<file path="config.mk">
export PLATFORM = sky130hd
export DESIGN_NAME = thick_line_rasterizer_flat
export DESIGN_NICKNAME = d
export VERILOG_FILES = /design/src/rtl/core/tlr_pkg.sv /design/src/rtl/core/tlr_if.sv /design/src/rtl/core/thick_line_rasterizer.sv /design/src/rtl/core/tlr_walker.sv /design/src/flat_wrapper.sv
export SDC_FILE = /design/constraint.sdc
export NUM_CORES = 1
export LEC_CHECK = 0
export ABC_AREA = 1
export BUFFER_PORTS_ARGS = -buffer_cell sky130_fd_sc_hd__buf_2
export CORE_ASPECT_RATIO = 1.5
export CORE_UTILIZATION = 25
export DETAILED_ROUTE_END_ITERATION = 16
export GPL_TIMING_DRIVEN = 1
export MAX_ROUTING_LAYER = met4
export PLACE_DENSITY_LB_ADDON = 0.3
export SLEW_MARGIN = 20
export SYNTH_ARGS = -nofsm -noshare
export SYNTH_HDL_FRONTEND = slang
export SYNTH_SLANG_ARGS = --single-unit
</file>
<file path="constraint.sdc">
create_clock -name clk_i -period 4.3 [get_ports clk_i]
set_input_delay 0.86 -clock clk_i [delete_from_list [all_inputs] [get_ports clk_i]]
set_output_delay 0.86 -clock clk_i [all_outputs]
set_load 0.005 [all_outputs]
</file>
<file path="src/rtl/core/tlr_pkg.sv">
// Shared types and constants for the thick line rasterizer.
package tlr_pkg;

  // Visible display area in pixels.
  localparam logic [8:0] DISPLAY_WIDTH  = 9'd128;
  localparam logic [8:0] DISPLAY_HEIGHT = 9'd128;

  // Input item opcodes.
  typedef enum logic {
    OP_START = 1'b0,
    OP_STEP  = 1'b1
  } tlr_op_e;

  // Line set-up carried by a start item.
  typedef struct packed {
    logic [7:0] x_start;
    logic [7:0] y_start;
    logic [7:0] x_end;
    logic [7:0] y_end;
    logic [3:0] pen_size;
    logic [3:0] pen_color;
  } tlr_line_cmd_t;

  // One pen position as produced by the walker.
  typedef struct packed {
    logic [7:0] x;
    logic [7:0] y;
    logic [3:0] color;
    logic       write_enable;
    logic       last;
  } tlr_pixel_t;

endpackage

</file>
<file path="src/rtl/core/tlr_if.sv">
// Handshake interfaces for the rasterizer command and pixel channels.
interface tlr_in_if;
  logic       valid;
  logic       ready;
  logic       opcode;
  logic [7:0] x_start;
  logic [7:0] y_start;
  logic [7:0] x_end;
  logic [7:0] y_end;
  logic [3:0] pen_size;
  logic [3:0] pen_color;

  modport source (
    output valid, opcode, x_start, y_start, x_end, y_end, pen_size, pen_color,
    input  ready
  );
  modport sink (
    input  valid, opcode, x_start, y_start, x_end, y_end, pen_size, pen_color,
    output ready
  );
endinterface

interface tlr_out_if;
  logic       valid;
  logic       ready;
  logic [7:0] pixel_x;
  logic [7:0] pixel_y;
  logic [3:0] pixel_color;
  logic       write_enable;
  logic       last;

  modport source (
    output valid, pixel_x, pixel_y, pixel_color, write_enable, last,
    input  ready
  );
  modport sink (
    input  valid, pixel_x, pixel_y, pixel_color, write_enable, last,
    output ready
  );
endinterface

</file>
<file path="src/rtl/core/thick_line_rasterizer.sv">
// A step item's pixel is in the output register in the cycle after it is accepted.
// Throughput: one item per cycle; a waiting pixel blocks the input until it is taken.
// Start items and steps while idle produce no pixel.
// Reset is asynchronous and active low; it leaves the walker idle and the output empty.
// Pen positions come from a single Bresenham/pen-scan update between state and output register.
module thick_line_rasterizer
  import tlr_pkg::*;
(
  input  logic       clk_i,
  input  logic       rst_ni,
  tlr_in_if.sink     in_i,
  tlr_out_if.source  out_o
);

  logic          accept;
  logic          start_en, step_en;
  logic          walk_busy;
  tlr_line_cmd_t cmd;
  tlr_pixel_t    pixel;
  tlr_pixel_t    out_q;
  logic          out_valid_q, out_valid_d;

  // Input is taken whenever the output register is free or draining.
  assign in_i.ready = !out_valid_q || out_o.ready;
  assign accept     = in_i.valid && in_i.ready;
  assign start_en   = accept && (in_i.opcode == OP_START);
  assign step_en    = accept && (in_i.opcode == OP_STEP);

  assign cmd.x_start   = in_i.x_start;
  assign cmd.y_start   = in_i.y_start;
  assign cmd.x_end     = in_i.x_end;
  assign cmd.y_end     = in_i.y_end;
  assign cmd.pen_size  = in_i.pen_size;
  assign cmd.pen_color = in_i.pen_color;

  tlr_walker u_walker (
    .clk_i   (clk_i),
    .rst_ni  (rst_ni),
    .start_i (start_en),
    .step_i  (step_en),
    .cmd_i   (cmd),
    .busy_o  (walk_busy),
    .pixel_o (pixel)
  );

  // Output register valid: loaded by a step on a busy walker, cleared when taken.
  always_comb begin
    out_valid_d = out_valid_q && !out_o.ready;
    if (step_en && walk_busy) begin
      out_valid_d = 1'b1;
    end
  end

  always_ff @(posedge clk_i or negedge rst_ni) begin
    if (!rst_ni) begin
      out_valid_q <= 1'b0;
    end else begin
      out_valid_q <= out_valid_d;
    end
  end

  // Output payload, no reset needed.
  always_ff @(posedge clk_i) begin
    if (step_en && walk_busy) begin
      out_q <= pixel;
    end
  end

  assign out_o.valid        = out_valid_q;
  assign out_o.pixel_x      = out_q.x;
  assign out_o.pixel_y      = out_q.y;
  assign out_o.pixel_color  = out_q.color;
  assign out_o.write_enable = out_q.write_enable;
  assign out_o.last         = out_q.last;

`ifndef SYNTHESIS
  // A new pixel only follows an accepted step on a busy walker.
  assert property (@(posedge clk_i) disable iff (!rst_ni)
    $rose(out_valid_q) |-> $past(step_en && walk_busy))
    else $error("pixel without a step");

  // The final pen position of a line leaves the walker idle.
  assert property (@(posedge clk_i) disable iff (!rst_ni)
    (step_en && walk_busy && pixel.last) |=> !walk_busy)
    else $error("walker busy after last pixel");

  // An empty output register never blocks the input.
  assert property (@(posedge clk_i) disable iff (!rst_ni)
    !out_valid_q |-> in_i.ready)
    else $error("input stalled with empty output");
`endif

endmodule

</file>
<file path="src/rtl/core/tlr_walker.sv">
// Bresenham line walker with square pen scan, one pen position per step.
module tlr_walker
  import tlr_pkg::*;
(
  input  logic          clk_i,
  input  logic          rst_ni,
  input  logic          start_i,
  input  logic          step_i,
  input  tlr_line_cmd_t cmd_i,
  output logic          busy_o,
  output tlr_pixel_t    pixel_o
);

  logic              busy_q, busy_d;
  logic [7:0]        point_x_q, point_x_d;
  logic [7:0]        point_y_q, point_y_d;
  logic [7:0]        target_x_q, target_x_d;
  logic [7:0]        target_y_q, target_y_d;
  logic [7:0]        delta_x_q, delta_x_d;
  logic signed [8:0] neg_delta_y_q, neg_delta_y_d;
  logic signed [9:0] error_q, error_d;
  logic [1:0]        dirs_q, dirs_d;
  logic [4:0]        pen_col_q, pen_col_d;
  logic [4:0]        pen_row_q, pen_row_d;
  logic [3:0]        pen_size_q, pen_size_d;
  logic [3:0]        pen_color_q, pen_color_d;

  logic              start_ok;
  logic [7:0]        abs_dx, abs_dy;
  logic [4:0]        side_last;
  logic signed [9:0] pos_x, pos_y;
  logic              pos_we;
  logic              row_wrap, pen_wrap;
  logic signed [10:0] e2;
  logic              x_move, y_move, fin_x, fin_y, line_done;
  logic signed [9:0] err_add_x, err_add_y;

  // A start is taken only if both endpoints lie on the display.
  assign start_ok = ({1'b0, cmd_i.x_start} < DISPLAY_WIDTH)  &&
                    ({1'b0, cmd_i.y_start} < DISPLAY_HEIGHT) &&
                    ({1'b0, cmd_i.x_end}   < DISPLAY_WIDTH)  &&
                    ({1'b0, cmd_i.y_end}   < DISPLAY_HEIGHT);
  assign abs_dx = (cmd_i.x_end >= cmd_i.x_start) ? cmd_i.x_end - cmd_i.x_start
                                                 : cmd_i.x_start - cmd_i.x_end;
  assign abs_dy = (cmd_i.y_end >= cmd_i.y_start) ? cmd_i.y_end - cmd_i.y_start
                                                 : cmd_i.y_start - cmd_i.y_end;

  // Current pen position, offset by minus the pen size in both axes.
  assign pos_x = $signed({2'b00, point_x_q}) + $signed({5'b0, pen_col_q})
               - $signed({6'b0, pen_size_q});
  assign pos_y = $signed({2'b00, point_y_q}) + $signed({5'b0, pen_row_q})
               - $signed({6'b0, pen_size_q});
  assign pos_we = !pos_x[9] && !pos_y[9] &&
                  (point_y_q >= {4'b0, pen_size_q}) &&
                  (pos_x[8:0] < DISPLAY_WIDTH) && (pos_y[8:0] < DISPLAY_HEIGHT);

  // Pen scan: rows inside columns; last index is 2*size-2.
  assign side_last = {pen_size_q, 1'b0} - 5'd2;
  assign row_wrap  = (pen_row_q == side_last);
  assign pen_wrap  = row_wrap && (pen_col_q == side_last);

  // Bresenham decisions on the doubled error term.
  assign e2        = {error_q[9], error_q} <<< 1;
  assign x_move    = e2 >= $signed({{2{neg_delta_y_q[8]}}, neg_delta_y_q});
  assign y_move    = e2 <= $signed({3'b000, delta_x_q});
  assign fin_x     = x_move && (point_x_q == target_x_q);
  assign fin_y     = !fin_x && y_move && (point_y_q == target_y_q);
  assign line_done = pen_wrap && (fin_x || fin_y);
  assign err_add_x = (x_move && !fin_x) ? {neg_delta_y_q[8], neg_delta_y_q} : 10'sd0;
  assign err_add_y = (y_move && !fin_x && !fin_y) ? $signed({2'b00, delta_x_q}) : 10'sd0;

  // Next-state selection for start and step items.
  always_comb begin
    busy_d        = busy_q;
    point_x_d     = point_x_q;
    point_y_d     = point_y_q;
    target_x_d    = target_x_q;
    target_y_d    = target_y_q;
    delta_x_d     = delta_x_q;
    neg_delta_y_d = neg_delta_y_q;
    error_d       = error_q;
    dirs_d        = dirs_q;
    pen_col_d     = pen_col_q;
    pen_row_d     = pen_row_q;
    pen_size_d    = pen_size_q;
    pen_color_d   = pen_color_q;
    if (start_i && start_ok) begin
      point_x_d     = cmd_i.x_start;
      point_y_d     = cmd_i.y_start;
      target_x_d    = cmd_i.x_end;
      target_y_d    = cmd_i.y_end;
      delta_x_d     = abs_dx;
      neg_delta_y_d = -$signed({1'b0, abs_dy});
      error_d       = $signed({2'b00, abs_dx}) - $signed({2'b00, abs_dy});
      dirs_d        = {!(cmd_i.y_start < cmd_i.y_end), !(cmd_i.x_start < cmd_i.x_end)};
      pen_col_d     = 5'd0;
      pen_row_d     = 5'd0;
      pen_size_d    = cmd_i.pen_size;
      pen_color_d   = cmd_i.pen_color;
      busy_d        = (cmd_i.pen_size != 4'd0);
    end else if (step_i && busy_q) begin
      if (!row_wrap) begin
        pen_row_d = pen_row_q + 5'd1;
      end else begin
        pen_row_d = 5'd0;
        if (!pen_wrap) begin
          pen_col_d = pen_col_q + 5'd1;
        end else begin
          pen_col_d = 5'd0;
          error_d   = error_q + err_add_x + err_add_y;
          if (x_move && !fin_x) begin
            point_x_d = dirs_q[0] ? point_x_q - 8'd1 : point_x_q + 8'd1;
          end
          if (y_move && !fin_x && !fin_y) begin
            point_y_d = dirs_q[1] ? point_y_q - 8'd1 : point_y_q + 8'd1;
          end
          if (fin_x || fin_y) begin
            busy_d = 1'b0;
          end
        end
      end
    end
  end

  // Walker state registers.
  always_ff @(posedge clk_i or negedge rst_ni) begin
    if (!rst_ni) begin
      busy_q        <= 1'b0;
      point_x_q     <= '0;
      point_y_q     <= '0;
      target_x_q    <= '0;
      target_y_q    <= '0;
      delta_x_q     <= '0;
      neg_delta_y_q <= '0;
      error_q       <= '0;
      dirs_q        <= '0;
      pen_col_q     <= '0;
      pen_row_q     <= '0;
      pen_size_q    <= '0;
      pen_color_q   <= '0;
    end else begin
      busy_q        <= busy_d;
      point_x_q     <= point_x_d;
      point_y_q     <= point_y_d;
      target_x_q    <= target_x_d;
      target_y_q    <= target_y_d;
      delta_x_q     <= delta_x_d;
      neg_delta_y_q <= neg_delta_y_d;
      error_q       <= error_d;
      dirs_q        <= dirs_d;
      pen_col_q     <= pen_col_d;
      pen_row_q     <= pen_row_d;
      pen_size_q    <= pen_size_d;
      pen_color_q   <= pen_color_d;
    end
  end

  // Pixel for the current step, taken from the state before it advances.
  assign busy_o               = busy_q;
  assign pixel_o.x            = pos_x[7:0];
  assign pixel_o.y            = pos_y[7:0];
  assign pixel_o.color        = pen_color_q;
  assign pixel_o.write_enable = pos_we;
  assign pixel_o.last         = line_done;

endmodule

</file>
<file path="src/flat_wrapper.sv">
// flat-port wrapper written by rule: the top's interface ports become plain ports
module thick_line_rasterizer_flat import tlr_pkg::*;
  (clk_i, rst_ni, in_i_valid, in_i_opcode, in_i_x_start, in_i_y_start, in_i_x_end, in_i_y_end, in_i_pen_size, in_i_pen_color, in_i_ready, out_o_valid, out_o_pixel_x, out_o_pixel_y, out_o_pixel_color, out_o_write_enable, out_o_last, out_o_ready);
  tlr_in_if in_i_i ();
  tlr_out_if out_o_i ();
  input  logic clk_i;
  input  logic rst_ni;
  input wire logic [$bits(in_i_i.valid)-1:0] in_i_valid;
  input wire logic [$bits(in_i_i.opcode)-1:0] in_i_opcode;
  input wire logic [$bits(in_i_i.x_start)-1:0] in_i_x_start;
  input wire logic [$bits(in_i_i.y_start)-1:0] in_i_y_start;
  input wire logic [$bits(in_i_i.x_end)-1:0] in_i_x_end;
  input wire logic [$bits(in_i_i.y_end)-1:0] in_i_y_end;
  input wire logic [$bits(in_i_i.pen_size)-1:0] in_i_pen_size;
  input wire logic [$bits(in_i_i.pen_color)-1:0] in_i_pen_color;
  output wire logic [$bits(in_i_i.ready)-1:0] in_i_ready;
  output wire logic [$bits(out_o_i.valid)-1:0] out_o_valid;
  output wire logic [$bits(out_o_i.pixel_x)-1:0] out_o_pixel_x;
  output wire logic [$bits(out_o_i.pixel_y)-1:0] out_o_pixel_y;
  output wire logic [$bits(out_o_i.pixel_color)-1:0] out_o_pixel_color;
  output wire logic [$bits(out_o_i.write_enable)-1:0] out_o_write_enable;
  output wire logic [$bits(out_o_i.last)-1:0] out_o_last;
  input wire logic [$bits(out_o_i.ready)-1:0] out_o_ready;
  assign in_i_i.valid = in_i_valid;
  assign in_i_i.opcode = in_i_opcode;
  assign in_i_i.x_start = in_i_x_start;
  assign in_i_i.y_start = in_i_y_start;
  assign in_i_i.x_end = in_i_x_end;
  assign in_i_i.y_end = in_i_y_end;
  assign in_i_i.pen_size = in_i_pen_size;
  assign in_i_i.pen_color = in_i_pen_color;
  assign in_i_ready = in_i_i.ready;
  assign out_o_valid = out_o_i.valid;
  assign out_o_pixel_x = out_o_i.pixel_x;
  assign out_o_pixel_y = out_o_i.pixel_y;
  assign out_o_pixel_color = out_o_i.pixel_color;
  assign out_o_write_enable = out_o_i.write_enable;
  assign out_o_last = out_o_i.last;
  assign out_o_i.ready = out_o_ready;
  thick_line_rasterizer u_core (.clk_i(clk_i), .rst_ni(rst_ni), .in_i(in_i_i), .out_o(out_o_i));
endmodule
</file>
==> results.cfg <==
[grt]
grt_pass1_vias = 8653
grt_pass1_wl_microns = 45600
overflow = 0
grt_max_degree = 74
antenna_found_initial = 0
grtUsageTotal_pct = 15.2

[placement]
hpwl_microns = 23100
port_buffers = 68
gp_congestion = 0.897

[clock_network]
htree_levels = 3
cts_tree = done
cts.sink_count = 103
hold_buffers = 0
insertion_delay_ps = 370
cts-root-buf = clkbuf_16
cts-buffers-inserted = 9
cts_resized = 0
postCtsSetupRepairBufs = 0
clkSlewWorstSetupHoldPaths_ps = 80
clockBufferDepth = 2

[critical_path]
start_kind = flop
end_kind = flop
reg2reg_from = u_core.u_walker.error_q[1]$_DFFE_PN0P_
worstPathArrival_ps = 4160
required_ps = 4560
rrSetupSlack_ps = 410
reg2regPathDepth = 26
rr_endpoint = u_core.u_walker.error_q[7]$_DFFE_PN0P_
crit_type = flop to flop
critical_path.max_fanout = 7

[min_path]
hp-class = flop to flop
hold_path_end = u_core.out_o.pixel_color[1]$_DFFE_PP_
hold_path_depth = 0
hp-start = u_core.u_walker.pen_color_q[1]$_DFFE_PN0P_

[run]
maxCapViolCount = 0

[synthesis]
ys_ff_latch = 103
ys.flop_type = dfrtp_1
synthCells = 1318
netlist_area_sq_um = 9730
async_flop_share_pct = 78.6
synth_area_per_cell_sq_um = 7.39
synth_edf_count = 22
ys_seq_area_share_pct = 27.6
ys_types = 48
syn_nets = 1496
yosys_warnings = 0

[final_layout]
multiInputGateArea_sq_um = 6000
nFillCells = 4203
drive_gt1_share_pct = 12.3
regArea_sq_um = 2690
antenna-diode-count = 0
area_growth_pct = 12.9
fin_nets = 1568

[timing]
drv_slew = 0
hold_slack_ps = 448
tightest_slew_ps = 750
finalCriticalPeriod_ps = 3890
setup-tns-final_ps = 0
finClkSkew_ps = 15.2
rsz0062_at_grt = no
period_share_pct = 90.5
hold_violations = 0
fmax_mhz = 257
setup_viol = 0
relSlewSlack_pct = 50.0

[floorplanning]
die_w_microns = 163
core-area_sq_um = 38400
start_util_pct = 25.3
chipHeight_microns = 244
dieArea_sq_um = 39700
ios = 69
num_rows = 88

[routing]
drt-total-wl_microns = 28200
via_per_inst = 4.47
drc_errors = 0
post_drt_wl_per_cell_microns = 14.9
drt_iter0_markers = 407
dr.pass1.iters = 8
num_vias = 8439
ant_nets = 0

[power]
ir_worst_vdd_uv = 173
powerDensity_nw_per_um2 = 502
power.total_mw = 5.51
power_leakage_nw = 5.73

[status]
status = complete, no violations
[cell usage in the layout, fill, tap and decap left out, types with 3 or more instances in the layout]
master	netlist	final
nand2_2	20	20
a31oi_1	5	5
o211ai_1	5	5
o21ai_0	79	79
inv_2	7	7
buf_4	2	18
inv_1	231	231
a21oi_1	75	75
dfrtp_1	81	81
ha_1	109	109
nor2_2	4	4
nand3_1	68	68
a211oi_1	3	3
o22ai_1	3	3
nand2_4	4	4
o21ai_2	12	12
edfxtp_1	22	22
nand3b_1	4	4
fa_1	24	24
or2_2	5	5
nand2_1	324	324
buf_2	12	67
clkbuf_16	0	10
nor2_4	4	5
nand3_2	4	4
nor2_1	82	81
o21a_1	4	4
xor2_1	40	40
xnor2_1	21	21
nor3_1	9	9
nand4_1	25	25
[synth_stat cells, types with 2 or more instances]
cell / count / share of area (%)
nand4_1: 25 / 1.6
nand2_2: 20 / 1.3
nor2_1: 82 / 3.2
buf_2: 12 / 0.62
o22ai_1: 3 / 0.19
nand2_4: 4 / 0.46
or2_2: 5 / 0.32
buf_4: 2 / 0.15
a31oi_1: 5 / 0.32
edfxtp_1: 22 / 6.8
nor2_2: 4 / 0.26
a21oi_2: 2 / 0.18
a21oi_1: 75 / 3.9
nand3_4: 2 / 0.36
buf_6: 4 / 0.46
nand2_1: 324 / 12
inv_1: 231 / 8.9
ha_1: 109 / 14
xnor2_1: 21 / 1.9
nor3b_1: 2 / 0.15
a211oi_1: 3 / 0.23
nor2_4: 4 / 0.46
xor2_1: 40 / 3.6
inv_2: 7 / 0.27
clkbuf_1: 6 / 0.23
nand3b_1: 4 / 0.31
nand3_1: 68 / 3.5
dfrtp_1: 81 / 21
nand3_2: 4 / 0.41
o21ai_0: 79 / 4.1
o21ai_2: 12 / 1.1
o21a_1: 4 / 0.31
nor3_1: 9 / 0.46
o211ai_1: 5 / 0.39
a21o_1: 2 / 0.15
fa_1: 24 / 4.9
[report_power, final]
group | total (mW) | internal (mW) | switching, mW
combinational | 3.14 | 1.22 | 1.91
sequential | 1.50 | 1.28 | 0.215
clock | 0.877 | 0.450 | 0.427
total | 5.51 | 2.96 | 2.56
[registers in the layout, indices dropped and copies added (netlist names)]
name,flops
u_core.out_o.pixel_y,8
u_core.out_o.pixel_x,8
u_core.out_o.valid,1
u_core.u_walker.pen_col_q,5
u_core.u_walker.neg_delta_y_q,9
u_core.u_walker.pen_color_q,4
u_core.u_walker.target_x_q,8
u_core.u_walker.point_y_q,8
u_core.out_o.write_enable,1
u_core.u_walker.delta_x_q,8
u_core.out_o.last,1
u_core.u_walker.pen_size_q,4
u_core.u_walker.point_x_q,8
u_core.u_walker.dirs_q,2
u_core.u_walker.target_y_q,8
u_core.u_walker.busy_o,1
u_core.u_walker.error_q,10
u_core.u_walker.pen_row_q,5
u_core.out_o.pixel_color,4
[logic make-up (layout without fill, tap and decap cells)]
kind of cell,Yosys count,after routing,share of synthesized area [%]
AND/OR/NAND/NOR,562,562,25.7
XOR/XNOR,61,61,5.49
flip-flops,103,103,27.6
adder cells (fa/ha/maj),133,133,18.9
AO/OA/AOI/OAI,196,196,11.4
buffers and inverters,263,340,10.8
[per-layer routing]
layer,global-route usage (%),up-vias,routed length (microns)
met5,-,-,0
met4,4.34,0,459
met3,1.36,24,681
met2,28.2,115,15000
met1,17.1,3947,12000
li1,-,4353,-
[worst max path at each step]
stage	startpoint	to	slack (ps)	cells past startpoint
6_report	u_core.u_walker.error_q[1]$_DFFE_PN0P_	u_core.u_walker.error_q[7]$_DFFE_PN0P_	410	26
2_1_floorplan	in_i_x_end[0]	u_core.u_walker.error_q[5]$_DFFE_PN0P_	760	23
4_1_cts	u_core.u_walker.error_q[1]$_DFFE_PN0P_	u_core.u_walker.error_q[7]$_DFFE_PN0P_	400	26
5_1_grt	u_core.u_walker.error_q[1]$_DFFE_PN0P_	u_core.u_walker.error_q[7]$_DFFE_PN0P_	50	26
3_5_place_dp	in_i_x_end[5]	u_core.u_walker.error_q[8]$_DFFE_PN0P_	90	23
3_3_place_gp	in_i_x_end[5]	u_core.u_walker.error_q[8]$_DFFE_PN0P_	140	23
[cell type report]
| type | instances | area share [%] |
|---|---|---|
| multi-input combinational | 952 | 54.6 |
| clock inverter | 5 | 0.342 |
| tap | 495 | 5.64 |
| clock buffer | 11 | 2.40 |
| sequential | 103 | 24.5 |
| timing repair buffer | 86 | 4.38 |
| inverter | 238 | 8.13 |
[worst max-delay path, stage by stage, from the launching register on]
cell      delay [ps]
dfrtp_1          440
ha_1             320
a21oi_1          140
o21ai_0          100
buf_4            150
nand2_1           70
nand3_1           70
nand2_1           70
nand2_2           80
nand2_2          110
nand2_4           90
inv_1            100
nand2_1           70
fa_1             370
inv_1             60
ha_1             160
inv_1             50
fa_1             390
nand3b_1         170
nand2_1          130
nand2_1           80
a21oi_1          180
o21ai_0           90
nand3_1           70
nand2_1           50
nor2_1           100
nor2_1            50
[per-stage QoR]
stage	cell area [sq um]	util [%]	cells	worst slack [ps]
finish	11000	28.6	1890	407
global route	11000	28.6	1890	47.3
CTS	11000	28.6	1890	404
detailed placement	10700	27.8	1874	94.0
global placement	10700	27.8	1874	142
floorplan	9730	-	1318	759
Power figures use the tool's default switching activity.
